### src/design/integer_square_root_defines.svh
// assertion macros shared by the integer square root design
`ifndef INTEGER_SQUARE_ROOT_DEFINES_SVH
`define INTEGER_SQUARE_ROOT_DEFINES_SVH

`ifndef ASSERT_OFF
// checked only while out of reset
`define ISR_ASSERT_RST(label, clk, rst_n, prop, msg) \
  label: assert property (@(posedge clk) disable iff (!rst_n) prop) else $error(msg);
// checked at every edge, reset included
`define ISR_ASSERT(label, clk, prop, msg) \
  label: assert property (@(posedge clk) prop) else $error(msg);
`else
`define ISR_ASSERT_RST(label, clk, rst_n, prop, msg)
`define ISR_ASSERT(label, clk, prop, msg)
`endif

`endif

### src/design/isr_pkg.sv
package isr_pkg;

  // input bits consumed by one cell, one root bit per cell
  localparam int STEP_BITS = 2;

  // width of the root field on the result channel
  localparam int ROOT_OUT_BITS = 16;

endpackage

### src/design/isr_cell.sv
`include "integer_square_root_defines.svh"

module isr_cell
  import isr_pkg::*;
#(
  parameter int ROOT_BITS = 16
) (
  input  logic                     clk,
  input  logic                     rst_n,
  input  logic                     adv,
  input  logic                     up_valid,
  input  logic [ROOT_BITS+2:0]     up_rem,
  input  logic [ROOT_BITS-1:0]     up_root,
  input  logic [2*ROOT_BITS-1:0]   up_val,
  output logic                     dn_valid,
  output logic [ROOT_BITS+2:0]     dn_rem,
  output logic [ROOT_BITS-1:0]     dn_root,
  output logic [2*ROOT_BITS-1:0]   dn_val
);

  localparam int REM_BITS = ROOT_BITS + 3;
  localparam int VAL_BITS = 2 * ROOT_BITS;

  logic                valid_r;
  logic [REM_BITS-1:0] rem_r, rem_nxt;
  logic [ROOT_BITS-1:0] root_r, root_nxt;
  logic [VAL_BITS-1:0] val_r, val_nxt;

  logic [REM_BITS-1:0] cat;
  logic [REM_BITS-1:0] trial;
  logic                ge;
  logic [ROOT_BITS:0]  root_w;

  // bring down the next pair of input bits and try the next root bit
  always_comb begin
    cat      = {up_rem[REM_BITS-STEP_BITS-1:0], up_val[VAL_BITS-1 -: STEP_BITS]};
    trial    = {1'b0, up_root, 2'b01};
    ge       = (cat >= trial);
    rem_nxt  = ge ? (cat - trial) : cat;
    root_w   = {up_root, ge};
    root_nxt = root_w[ROOT_BITS-1:0];
    val_nxt  = up_val << STEP_BITS;
  end

  // stage register, frozen while the chain is stalled
  always_ff @(posedge clk) begin
    if (!rst_n) begin
      valid_r <= 1'b0;
    end else if (adv) begin
      valid_r <= up_valid;
    end
    if (adv) begin
      rem_r  <= rem_nxt;
      root_r <= root_nxt;
      val_r  <= val_nxt;
    end
  end

  assign dn_valid = valid_r;
  assign dn_rem   = rem_r;
  assign dn_root  = root_r;
  assign dn_val   = val_r;

  // remainder never exceeds twice the partial root
  `ISR_ASSERT_RST(a_rem_bound, clk, rst_n, valid_r |-> (rem_r <= {2'b00, root_r, 1'b0}), "cell remainder above twice the partial root")
  // a word moving in is held by the cell next cycle
  `ISR_ASSERT_RST(a_take, clk, rst_n, (adv && up_valid) |=> valid_r, "cell lost a word")
  // a stalled cell keeps its word
  `ISR_ASSERT_RST(a_hold, clk, rst_n, (!adv && valid_r) |=> (valid_r && $stable(root_r)), "stalled cell changed")

endmodule

### src/design/integer_square_root.sv
// channel  ports                          tdata fields (lowest bit up)
// in       in_tvalid in_tready in_tdata   value[INPUT_BITS-1:0]
// out      out_tvalid out_tready out_tdata root[15:0]
//
// a chain of (INPUT_BITS+1)/2 cells, each resolving one root bit from one pair
// of input bits; one word enters per cycle while the chain is not frozen. the
// accepting edge loads the first cell and each edge on which the chain advances
// moves the word one cell on, then from the last cell into the output register,
// which raises out_tvalid.
// rst_n is synchronous and clears the stage valid bits and the output valid bit.
// when the output register holds a word not taken, the whole chain freezes and
// in_tready drops until out_tready frees it.
`include "integer_square_root_defines.svh"

module integer_square_root
  import isr_pkg::*;
#(
  parameter int INPUT_BITS = 31
) (
  input  logic                              clk,
  input  logic                              rst_n,
  input  logic                              in_tvalid,
  output logic                              in_tready,
  input  logic [((INPUT_BITS+7)/8)*8-1:0]   in_tdata,   // value
  output logic                              out_tvalid,
  input  logic                              out_tready,
  output logic [ROOT_OUT_BITS-1:0]          out_tdata   // root
);

  localparam int ROOT_BITS = (INPUT_BITS + 1) / 2;
  localparam int VAL_BITS  = 2 * ROOT_BITS;
  localparam int REM_BITS  = ROOT_BITS + 3;

  logic                 adv;
  logic [ROOT_BITS:0]   stage_valid;
  logic [REM_BITS-1:0]  stage_rem  [0:ROOT_BITS];
  logic [ROOT_BITS-1:0] stage_root [0:ROOT_BITS];
  logic [VAL_BITS-1:0]  stage_val  [0:ROOT_BITS];

  logic                     out_valid_r;
  logic [ROOT_OUT_BITS-1:0] out_root_r, out_root_nxt;

  // chain moves whenever the output register can take a word
  assign adv       = !out_valid_r || out_tready;
  assign in_tready = adv;

  // head of the chain
  assign stage_valid[0] = in_tvalid;
  assign stage_rem[0]   = '0;
  assign stage_root[0]  = '0;
  assign stage_val[0]   = VAL_BITS'(in_tdata[INPUT_BITS-1:0]);

  // one cell per root bit
  for (genvar i = 0; i < ROOT_BITS; i++) begin : g_cell
    isr_cell #(
      .ROOT_BITS(ROOT_BITS)
    ) u_cell (
      .clk      (clk),
      .rst_n    (rst_n),
      .adv      (adv),
      .up_valid (stage_valid[i]),
      .up_rem   (stage_rem[i]),
      .up_root  (stage_root[i]),
      .up_val   (stage_val[i]),
      .dn_valid (stage_valid[i+1]),
      .dn_rem   (stage_rem[i+1]),
      .dn_root  (stage_root[i+1]),
      .dn_val   (stage_val[i+1])
    );
  end

  // fit the root into the output field
  if (ROOT_BITS >= ROOT_OUT_BITS) begin : g_trunc
    assign out_root_nxt = stage_root[ROOT_BITS][ROOT_OUT_BITS-1:0];
  end else begin : g_ext
    assign out_root_nxt = ROOT_OUT_BITS'(stage_root[ROOT_BITS]);
  end

  // output register
  always_ff @(posedge clk) begin
    if (!rst_n) begin
      out_valid_r <= 1'b0;
    end else if (adv) begin
      out_valid_r <= stage_valid[ROOT_BITS];
    end
    if (adv) begin
      out_root_r <= out_root_nxt;
    end
  end

  assign out_tvalid = out_valid_r;
  assign out_tdata  = out_root_r;

  // a stalled output freezes every cell of the chain
  `ISR_ASSERT_RST(a_chain_frozen, clk, rst_n, !in_tready |=> $stable(stage_valid[ROOT_BITS:1]), "chain moved during a stall")
  // a finished word from the last cell reaches the output register
  `ISR_ASSERT_RST(a_to_out, clk, rst_n, (adv && stage_valid[ROOT_BITS]) |=> out_valid_r, "finished word dropped")
  // reset empties the output register
  `ISR_ASSERT(a_rst_out, clk, !rst_n |=> !out_tvalid, "output valid after reset")

endmodule

### config.mk
export PLATFORM = sky130hd
export DESIGN_NAME = integer_square_root
export DESIGN_NICKNAME = d
export VERILOG_FILES = /design/src/design/isr_pkg.sv /design/src/design/isr_cell.sv /design/src/design/integer_square_root.sv
export VERILOG_INCLUDE_DIRS = /design/src /design/src/design
export SDC_FILE = /design/constraint.sdc
export NUM_CORES = 1
export LEC_CHECK = 0
export ABC_AREA = 1
export BUFFER_PORTS_ARGS = -buffer_cell sky130_fd_sc_hd__buf_2
export CORE_MARGIN = 8
export CORE_UTILIZATION = 30
export CTS_CLUSTER_DIAMETER = 30
export DETAILED_ROUTE_END_ITERATION = 16
export PLACE_DENSITY = 0.46
export SETUP_SLACK_MARGIN = 0.4
export SLEW_MARGIN = 10
export SYNTH_ARGS = -nofsm -noshare
export SYNTH_HDL_FRONTEND = slang
export SYNTH_SLANG_ARGS = --single-unit
### constraint.sdc
create_clock -name clk -period 50.8 [get_ports clk]
set_input_delay 12.7 -clock clk [delete_from_list [all_inputs] [get_ports clk]]
set_output_delay 12.7 -clock clk [all_outputs]
set_load 0.01 [all_outputs]
### After elaboration in Yosys (flattened, before gate mapping)

Cells that the tools add are included.

| storage, ports and cells | value |
|---|---|
| bits in registers | 649 |
| word-level logic and storage cells | 113 |
| output and inout port bits | 18 |

| cells by class | value |
|---|---|
| reductions and logical operators | 2 |
| multiplexer cells | 15 |
| magnitude comparators | 16 |
| add/subtract/negate cells | 15 |

Operator list:

| cell | count |
|---|---|
| 17-bit two-way mux | 14 |
| 19-bit by 10-bit >= comparator with 1-bit output | 1 |
| 19-bit by 11-bit >= comparator with 1-bit output | 1 |
| 19-bit by 12-bit >= comparator with 1-bit output | 1 |
| 19-bit by 13-bit >= comparator with 1-bit output | 1 |
| 19-bit by 14-bit >= comparator with 1-bit output | 1 |
| 19-bit by 15-bit >= comparator with 1-bit output | 1 |
| 19-bit by 16-bit >= comparator with 1-bit output | 1 |
| 19-bit by 17-bit >= comparator with 1-bit output | 1 |
| 19-bit by 3-bit >= comparator with 1-bit output | 1 |
| 19-bit by 4-bit >= comparator with 1-bit output | 1 |
| 19-bit by 5-bit >= comparator with 1-bit output | 1 |
| 19-bit by 6-bit >= comparator with 1-bit output | 1 |
| 19-bit by 7-bit >= comparator with 1-bit output | 1 |
| 19-bit by 8-bit >= comparator with 1-bit output | 1 |
| 19-bit by 9-bit >= comparator with 1-bit output | 1 |
| 17-bit by 10-bit subtractor with 17-bit output | 1 |
| 17-bit by 11-bit subtractor with 17-bit output | 1 |
| 17-bit by 12-bit subtractor with 17-bit output | 1 |
| 17-bit by 13-bit subtractor with 17-bit output | 1 |
| 17-bit by 14-bit subtractor with 17-bit output | 1 |
| 17-bit by 15-bit subtractor with 17-bit output | 1 |
| 17-bit by 16-bit subtractor with 17-bit output | 1 |
| 17-bit by 3-bit subtractor with 17-bit output | 1 |
| other kinds (11) | 11 |

### Logic depth before layout (Yosys ltp)

| logic depth | value |
|---|---|
| depth after elaboration | 2 |
| depth in mapped cells | 14 |
| gate-level depth less buffers | 14 |

### By module

From an unflattened synthesis, not the netlist that was laid out.

| second synthesis, totals | value |
|---|---|
| cells, all modules | 6122 |
| area, all modules | 58551.2 µm² |

Modules (own cells, without submodules):

| module | instances | seq. area each (µm²) | cells an instance | area an instance (µm²) |
|---|---|---|---|---|
| isr_cell (g_cell[1].u_cell ...) | 9 | 1971.9 | 381 | 3693.5 |
| isr_cell (g_cell[10].u_cell ...) | 6 | 1971.9 | 381 | 3549.7 |
| isr_cell (g_cell[0].u_cell) | 1 | 1971.9 | 384 | 3480.8 |
| integer_square_root | 1 | 500.5 | 23 | 530.5 |

### Worst setup path after synthesis

OpenSTA, ideal clock, no wires.

| timing path | value |
|---|---|
| path type | input to output |
| start point | input port out_tready |
| end point | output port in_tready |
| arrival | 29963 ps |
| path slack | 8137 ps |
| cell stages on the path | 3 |
| data required time | 38100 ps |
| path buffers | 1 |
| path through | nor2_1 -> clkinv_1 -> clkbuf_1 |

| between the ends | value |
|---|---|
| longest elaborated chain between the ends | 1 |

RTL lines:

| item | RTL line | source |
|---|---|---|
| start: declaration | integer_square_root.sv:26 | `input logic out_tready,` |
| 1-bit logical OR | integer_square_root.sv:44 | `assign adv = !out_valid_r \|\| out_tready;` |
| end: declaration | integer_square_root.sv:23 | `output logic in_tready,` |

Every way passes these cells.

### Final worst setup path

Ends and elaborated chain as after synthesis.

==> impl_metrics.csv <==
group,metric,value,unit
run_status,outcome,"finished, final reports clean",
synthesis,synth_cells,3505,
routing,ant_nets,0,
synthesis,synth_area,32970,sq um
grt,antenna_found_initial,0,
floorplanning,ios,54,
flow_run,drv_cap,0,
routing,num_vias,23000,
synthesis,ys_ff_latch,641,
routing,wirelength,72870,microns
placement,place.gp.congestion,0.8579,
synthesis,synth_compound_area_frac,0.03529,
synthesis,syn-num-nets,3692,
setup_path,cpMaxStageDelayCell,"inv_8",
sta,drv_slew,0,
final_layout,n_fill_cell,10890,
setup_path,endpoint_kind,"output port",
cts,path_clk_slew,0.04,ns
power,p_leak,0.01899,uW
power,vdd_drop_max,0.00003170,V
placement,place_hpwl,51860,microns
sta,fin_crit,26.58,ns
routing,drcViolationCount,0,
sta,max_slew_margin,0.3116,
floorplanning,std_cell_rows,121,
cts,cts_made_buffers,166,
cts,clock_latency,0.73,ns
floorplanning,dieArea,120800,sq um
cts,cts_setup_buffers,0,
floorplanning,die-width,347.5,microns
synthesis,synth-simple-area-share,0.2285,
synthesis,ys.flop_type,"edfxtp_1",
synthesis,syn_area_per_cell,9.407,sq um
placement,dpl.cell_count,4942,
floorplanning,core_area,109000,sq um
cts,postCtsHoldBufs,0,
final_layout,fin_nets,3883,
cts,h-tree-depth,4,
placement,placed_area,34830,sq um
cts,cts_resized,0,
routing,drt_pass1_iterations,7,
setup_path,path_max_fanout,115,
synthesis,muxShareOfSynthArea,0,
grt,use_met2,0.1890,
sta,tightest_slew,1.033,ns
setup_path,cpMostUsedCell,"buf_2",
synthesis,synth_top_family_by_area,"simple AND/OR/NAND/NOR gates",
final_layout,layoutNonFillerInstCount,5250,
final_layout,antenna_cells,0,
setup_path,slowest_delay,0.51,ns
cts,clk_path_buf_depth,3,
synthesis,yosysWarnings,0,
sta,rsz0062_at_grt,"false",
grt,grt_overflow,0,
synthesis,synthAdderAreaFrac,0.05730,
cts,cts_sinks,641,
placement,numPortBuffers,52,
grt,grt_pass1_wl,118400,microns
setup_path,crit_arrival,13.88,ns
grt,grt_util_all_layers,0.1205,
synthesis,async_flop_share,0,
routing,wl_per_cell,13.88,microns
synthesis,ys_seq_area_frac,0.5786,
grt,grt_util_met3,0.02739,
final_layout,synthToLayoutAreaGrowth,23.58,%
final_layout,final_util,0.3738,
sta,setup_viol,0,
sta,clock_skew,0.03185,ns
synthesis,synthXorXnorAreaFrac,0.02205,
power,p_per_area,56.08,nW/um^2
sta,hold_ws,0.3937,ns
floorplanning,die_h,347.5,microns
synthesis,synth_edf_count,624,
setup_path,critPathLaunchType,"primary input",
cts,cts_tree,"yes",
sta,finalHoldViolCount,0,
floorplanning,start_util,0.3025,
setup_path,path_class,"primary input to output port",
setup_path,critPathRequiredTime,38.10,ns
sta,final.period_utilization,0.5233,
grt,top_usage_layer,"met2",
cts,root_buffer,"clkbuf_16",
routing,avgViaCountPerCell,4.381,
synthesis,ys_types,48,
final_layout,drive_gt1_frac,0.1071,
setup_path,path_cells,"buf_2, nor2_1, buf_4, inv_8, buf_2",
grt,grt_max_degree,116,
final_layout,stdcell_area,40750,sq um
grt,grtUsageMet1,0.1611,
min_path,min_path_type,"flip-flop to flip-flop",
grt,grt_pass1_vias,22840,
sta,tns,0,ns
sta,max_freq,37.62,MHz
routing,drtIter0Drc,1396,
power by group:
part / internal [uW] / switching, uW / total (uW)
sequential: 703 / 67.7 / 771
clock: 754 / 329 / 1080
combinational: 147 / 284 / 431
stage by stage:
step	worst slack (ns)	power, uW
floorplan	8.137	1076
global placement	24.19	1209
detailed placement	24.20	1210
CTS	24.20	2316
global route	24.11	2420
finish	24.22	2285
worst max-delay path: cells and delay by family:
kind          cells  cell delay [ns]
simple gates      1             0.03
buf+inv           4             1.04
layout make-up:
class / count / area, sq um / share of cell area
sequential: 641 / 19080 / 0.4682
clock inverter: 121 / 1639 / 0.04022
clock buffer: 187 / 4274 / 0.1049
inverter: 616 / 2320 / 0.05693
multi-input combinational: 2207 / 11320 / 0.2777
timing repair buffer: 64 / 350.3 / 0.008598
tap: 1414 / 1769 / 0.04342
sequential cells by signal, summed over array words and instances (netlist names):
name / flops
g_cell.u_cell.dn_rem: 232
g_cell.u_cell.dn_valid: 16
out_tvalid: 1
out_tdata: 16
g_cell.u_cell.dn_root: 136
g_cell.u_cell.dn_val: 240
placed cells by master, fill, tap and decap left out, types with 7 or more instances in the layout:
master and count:
inv_2 8, clkinv_2 24, nor3_2 7, a21oi_1 115, o21ai_0 77, or2_2 9, clkinv_1 17, inv_1 607
buf_4 12, dfxtp_1 17, nor3_1 39, nand2_2 11, nand4_1 118, bufinv_16 29, inv_6 7, clkinv_4 7
buf_2 52, clkbuf_1 18, nor2_2 14, clkbuf_16 167, clkinvlp_4 26, nand3b_1 23, ha_1 151, nand2_1 1126
xnor2_1 27, edfxtp_1 624, nor2_1 226, o21ai_1 9, xor2_1 56, nand3_1 148
final timing paths:
| path | from | to | slack, ns | cells past startpoint |
|---|---|---|---|---|
| setup / recovery | out_tready | in_tready | 24.22 | 5 |
| hold / removal | g_cell[5].u_cell.dn_val[23] | g_cell[6].u_cell.dn_val[25] | 0.39 | 0 |
| setup reg to reg | out_tvalid | g_cell[14].u_cell.dn_root[14] | 46.61 | 7 |
| hold reg to reg | g_cell[5].u_cell.dn_val[23] | g_cell[6].u_cell.dn_val[25] | 0.39 | 0 |
logic make-up (layout without fill, tap and decap cells):
kind of cell,after synthesis,after routing
other,1,1
DFF,641,641
xor gates and xnor gates,83,83
adders and majority gates,151,151
AOI/OAI and AO/OA,220,220
and+or+nand+nor,1752,1752
buffers and inverters,657,988
Yosys cell counts, types with 2 or more instances:
library cell  count  area, sq um
nand3b_1         23        172.7
nand3_2           5        50.05
nand3_4           4        70.07
and2_1            5        31.28
clkbuf_2          3        15.01
buf_4            12        90.09
clkbuf_1          5        18.77
buf_2            14        70.07
ha_1            151         1889
inv_2             8        30.03
dfxtp_1          17        340.3
nor2_2           14        87.58
nor2_4            6        67.56
o211ai_1          3        22.52
nand2_1        1126         4227
nand2_2          11        68.82
o21bai_1          3        22.52
o21ai_1           9        45.04
a21oi_2           3        26.28
a21oi_1         115        575.6
nor2_1          226        848.3
edfxtp_1        624        18740
nor3_1           39        195.2
xnor2_1          27        236.5
inv_1           607         2278
nor3_2            7        70.07
o21ai_2           2        17.52
nand3_1         148        740.7
a21o_1            2        15.01
o21ai_0          77        385.4
xor2_1           56        490.5
nand4_4           2        42.54
or2_2             9        56.30
o21a_1            2        15.01
nor4_1            5        31.28
nand4_1         118        738.2
buf_6             6        67.56
routing by layer:
layer,vias up,wire (microns)
li1,11940,-
met1,10490,35490
met2,430,32140
met3,140,3185
met4,0,2049
met5,-,0
No activity file was read; power rests on OpenSTA's default activity.
